$ cat src/rtl/core/assert_macros.svh
// assertion macros for the predictor rtl
// no dependencies; included by tournament_branch_predictor
`ifndef ASSERT_MACROS_SVH
`define ASSERT_MACROS_SVH

// check that is switched off while reset is high
`define TBP_ASSERT(lbl, clk, rst, prop, msg) \
   lbl: assert property (@(posedge clk) disable iff (rst) prop) else $error(msg);

// check that also holds across reset
`define TBP_ASSERT_ALWAYS(lbl, clk, prop, msg) \
   lbl: assert property (@(posedge clk) prop) else $error(msg);

`endif

$ cat src/rtl/core/tbp_pkg.sv
// types and constants of the tournament branch predictor
// no dependencies; used by tbp_update and tournament_branch_predictor
package tbp_pkg;

   // global history length limit
   localparam int unsigned HIST_W = 11;
   localparam logic [3:0] HIST_BITS_RESET = 4'd11;

   // 2-bit saturating counter values
   typedef logic [1:0] ctr_type;
   localparam ctr_type CTR_MIN       = 2'd0;
   localparam ctr_type CTR_MAX       = 2'd3;
   localparam ctr_type CTR_TAKEN_MIN = 2'd2;
   localparam ctr_type BIM_RESET     = 2'd3;
   localparam ctr_type GSH_RESET     = 2'd3;
   localparam ctr_type CHO_RESET     = 2'd0;

   // input transaction: one resolved branch
   typedef struct packed {
      logic [31:0] branch_address;
      logic        taken;
   } req_type;

   // result transaction
   typedef struct packed {
      logic        predicted_taken;
      logic        prediction_correct;
      logic        used_bimodal;
      logic [31:0] correct_count;
   } rsp_type;

   // prediction and trained counter values for one branch
   typedef struct packed {
      logic    pred;
      logic    ok;
      logic    use_bim;
      ctr_type bim_cnt;
      ctr_type gsh_cnt;
      ctr_type cho_cnt;
   } upd_type;

endpackage

$ cat src/rtl/core/tbp_update.sv
// prediction and counter training for one resolved branch
// depends on tbp_pkg
module tbp_update (
   input  tbp_pkg::ctr_type bim_cnt,
   input  tbp_pkg::ctr_type gsh_cnt,
   input  tbp_pkg::ctr_type cho_cnt,
   input  logic             taken,
   output tbp_pkg::upd_type upd
);

   // saturating step toward the outcome
   function automatic tbp_pkg::ctr_type train(input tbp_pkg::ctr_type c, input logic t);
      tbp_pkg::ctr_type r;
      if (t) begin
         r = (c == tbp_pkg::CTR_MAX) ? c : c + 2'd1;
      end else begin
         r = (c == tbp_pkg::CTR_MIN) ? c : c - 2'd1;
      end
      return r;
   endfunction

   logic bim_pred;
   logic gsh_pred;
   logic bim_ok;
   logic gsh_ok;

   // individual predictions
   assign bim_pred = (bim_cnt >= tbp_pkg::CTR_TAKEN_MIN);
   assign gsh_pred = (gsh_cnt >= tbp_pkg::CTR_TAKEN_MIN);
   assign bim_ok   = (bim_pred == taken);
   assign gsh_ok   = (gsh_pred == taken);

   // chosen prediction and trained counters
   always_comb begin
      upd.use_bim = (cho_cnt >= tbp_pkg::CTR_TAKEN_MIN);
      upd.pred    = upd.use_bim ? bim_pred : gsh_pred;
      upd.ok      = (upd.pred == taken);
      upd.bim_cnt = train(bim_cnt, taken);
      upd.gsh_cnt = train(gsh_cnt, taken);
      if (gsh_ok && !bim_ok) begin
         upd.cho_cnt = train(cho_cnt, 1'b0);
      end else if (bim_ok && !gsh_ok) begin
         upd.cho_cnt = train(cho_cnt, 1'b1);
      end else begin
         upd.cho_cnt = cho_cnt;
      end
   end

endmodule

$ cat config.mk
export PLATFORM = sky130hd
export DESIGN_NAME = tbp_update
export DESIGN_NICKNAME = d
export VERILOG_FILES = /design/src/rtl/core/assert_macros.svh /design/src/rtl/core/tbp_pkg.sv /design/src/rtl/core/tbp_update.sv
export SDC_FILE = /design/constraint.sdc
export NUM_CORES = 1
export LEC_CHECK = 0
export BUFFER_PORTS_ARGS = -buffer_cell sky130_fd_sc_hd__buf_2
export CORE_AREA = 2 2 39 41
export DETAILED_ROUTE_END_ITERATION = 10
export DIE_AREA = 0 0 41 43
export GPL_ROUTABILITY_DRIVEN = 0
export GPL_TIMING_DRIVEN = 0
export REMOVE_ABC_BUFFERS = 1
export SLEW_MARGIN = 20
export SYNTH_ARGS = -nofsm -noshare
export SYNTH_HDL_FRONTEND = slang
export SYNTH_SLANG_ARGS = --single-unit
$ cat constraint.sdc
create_clock -name vclk -period 2
set_input_delay 0.2 -clock vclk [all_inputs]
set_output_delay 0.2 -clock vclk [all_outputs]
set_load 0.005 [all_outputs]
Word-level counts from Yosys, hierarchy flattened
Cells that the tools add are included.
{"block": "op_classes", "addsub": 6, "mul": 0, "div": 0, "magnitude_cmp": 3, "eq_ne": 6, "n_shift": 0, "n_mux": 11, "bitwise": 0, "reduce_logical": 7}
{"cell": "2-bit 2-to-1 mux", "count": 10}
{"cell": "2-bit by 1-bit adder with 2-bit output (second input constant)", "count": 3}
{"cell": "2-bit == test (second input constant)", "count": 3}
{"cell": "2-bit greater-or-equal comparator (second input constant)", "count": 3}
{"cell": "2-bit zero test", "count": 3}
{"cell": "2-bit by 1-bit subtractor with 2-bit output (second input constant)", "count": 3}
{"cell": "1-bit == test", "count": 3}
{"cell": "1-bit logical AND", "count": 2}
{"cell": "1-bit zero test", "count": 2}
{"cell": "1-bit 2-to-1 mux", "count": 1}
{"block": "word_totals", "register_bits": 0, "latch_bits": 0, "mem_bits_rw": 0, "mem_bits_ro": 0, "input_bits": 7, "output_inout_bits": 9, "n_memories": 0}

Logic depth before layout (Yosys ltp)
{"block": "logic_depth", "word_depth": 6, "ltp_mapped": 4, "depth_no_buf": 3}

Worst setup path after synthesis
No wires, ideal clock.
{"block": "synth_timing", "path_type": "in2out", "from": "in cho_cnt[1]", "to": "out upd[0] (netlist name)", "t_arrival_ps": 878, "slack_ps": 922, "cell_stages": 4, "cell_sequence": "buf_6 > or3b_1 > o2111ai_2 > o41ai_2"}
{"element": "start: declaration", "line_no": "tbp_update.sv:6", "text": "input tbp_pkg::ctr_type cho_cnt,"}
{"element": "end: declaration", "line_no": "tbp_update.sv:8", "text": "output tbp_pkg::upd_type upd"}

==> metrics.txt <==
Final setup viols=0; worst-path maximum fanout=7; via count=261; core area=1380 um^2; initial antenna violation count=0; Synth cell types=20; critical path's most frequent cell=buf_2; # DRC=0; Sw Ratio=0.499; Avg WL per Cell=8.31 um; CP Capture Type=output port; die footprint=1760 um^2; Total Routing Usage GR=0.0490; buffer count from post-CTS setup fixing=0; sequential fraction of the synthesis area=0; hold buffers post-CTS=0; net switching power=32.6 uW; I/O Pins=16; Static Leak=0.000135 uW; CP required=1.80 ns; final hold viol count=0; CP Cell Sequence=buf_2 > mux2_2 > o2111ai_2 > o41ai_2 > buf_2; Mapped Cells=32; actual slew at the worst max-slew pin=0.209 ns; slowest CP cell=mux2_2; number of nets with antenna violations after routing=0; Clock power frac=0; Antenna Cells=0; die boundary width=41 um; Startpoint Class=input pin; Crit Path Class=in2out; minimum clock period=1.29 ns; Hold/Removal Path Class=in2out; synthesized area=228 um^2; number of sequential cells=0; placed instance area=292 um^2; Slew headroom=0.859; sequential fraction of design power=0; Placement Rows=14; Comb pwr share=1.000; pwr dens=224 nW/um^2; RSZ-0062 raised after global routing=false; largest net degree at the start of global routing=12; FMAX=775 MHz; PortBufs=16; Peak VDD IR=0.0000353 V; Slew Limit Fails=0; vias per cell=4.42; grt ovf=0; CP peak stage delay=0.35 ns; starting density of the core=0.165; clock buffers=0; crit path DAT=1.09 ns; Initial DRC Count=1; drt pass-1 iters=3; Chip Height=43 um; Multi-input gate area=176 um^2; internal power=32.7 uW; CP bufs+invs=2; Mapped Avg Cell Area=7.12 um^2; fill count=166; hpwl dp=400 um; Final nets=52; Synthesis Warnings=0; Top Family by Delay on Critical Path=multiplexers; share of cells above drive strength 1=0.488; setup TNS=0 ns; Max Cap Viol=0; Post-CTS Resized=0; Final Instance Area=292 um^2; register area=0 um^2; status=finished, final reports clean; final WL=490 um; crit share post-route=0.645; area grow syn2layout=28.0%; number of global-route vias before repair=164; first-pass GRT wire length=662 um
[worst min-delay path: stages]
cell,delay (ns)
buf_2,0.10
a21oi_1,0.06
buf_2,0.12
[routing by layer]
layer,share of wire,track usage
met5,0,0
met4,0,0
met3,0.098,0
met2,0.45,0.0844
met1,0.45,0.0696
[Yosys cell counts]
cell type,n,area [um^2]
a211oi_1,2,15.0
buf_6,2,22.5
nor2_1,2,7.51
o2bb2ai_1,1,8.76
o21ai_1,1,5.00
buf_2,2,10.0
maj3_1,2,20.0
a21oi_1,5,25.0
mux2_2,2,22.5
o31ai_1,1,7.51
nand2_1,1,3.75
o41ai_2,1,16.3
o2111ai_2,1,15.0
inv_2,1,3.75
or3b_1,1,8.76
or2_1,1,6.26
clkbuf_1,1,3.75
xnor2_1,1,8.76
nand2b_1,1,6.26
inv_1,3,11.3
[cell families after synthesis]
group / Yosys count / synth area share
AO/OA/AOI/OAI: 12 / 0.407
buffers and inverters: 9 / 0.225
AND/OR/NAND/NOR: 6 / 0.143
multiplexers: 2 / 0.0989
adder cells (fa/ha/maj): 2 / 0.0879
XOR/XNOR: 1 / 0.0385
[cells in the final DEF (no fill, tap or decap)]
| master | count |
|---|---|
| buf_2 | 16 |
| a21oi_1 | 5 |
| inv_1 | 3 |
| nor2_1 | 2 |
| mux2_2 | 2 |
| maj3_1 | 2 |
| a211oi_1 | 2 |
| or2_1 | 1 |
| nand2_1 | 1 |
| or3b_1 | 1 |
| nand2b_1 | 1 |
| o2111ai_2 | 1 |
| o41ai_2 | 1 |
| xnor2_1 | 1 |
| inv_2 | 1 |
| o21ai_1 | 1 |
| o2bb2ai_1 | 1 |
| o31ai_1 | 1 |
[power groups by stage]
stage               Combinational, uW  Sequential (uW)  Clock, uW
finish                           65.3                0          0
global route                     73.8                0          0
CTS                              66.4                0          0
detailed placement               66.2                0          0
global placement                 65.4                0          0
floorplan                        31.8                0          0
[final timing paths]
kind,from,end,slack [ns],cells past startpoint
max,cho_cnt[0],upd[0],0.71,5
min,bim_cnt[0],upd[4],0.67,3
[stage by stage]
stage / setup slack (ns) / total power (uW) / std cells / hold WS [ns] / utilization
floorplan: 1.02 / 31.8 / 27 / 0.400 / -
global placement: 0.713 / 65.4 / 59 / 0.668 / 0.211
detailed placement: 0.704 / 66.2 / 59 / 0.671 / 0.211
CTS: 0.702 / 66.4 / 59 / 0.673 / 0.211
global route: 0.657 / 73.8 / 59 / 0.701 / 0.211
finish: 0.710 / 65.3 / 59 / 0.671 / 0.211
[layout make-up]
cell class / count / share of cell area
multi-input combinational: 23 / 0.605
tap: 16 / 0.0687
inverter: 4 / 0.0515
timing repair buffer: 16 / 0.275
(Power assumes the default switching activity.)
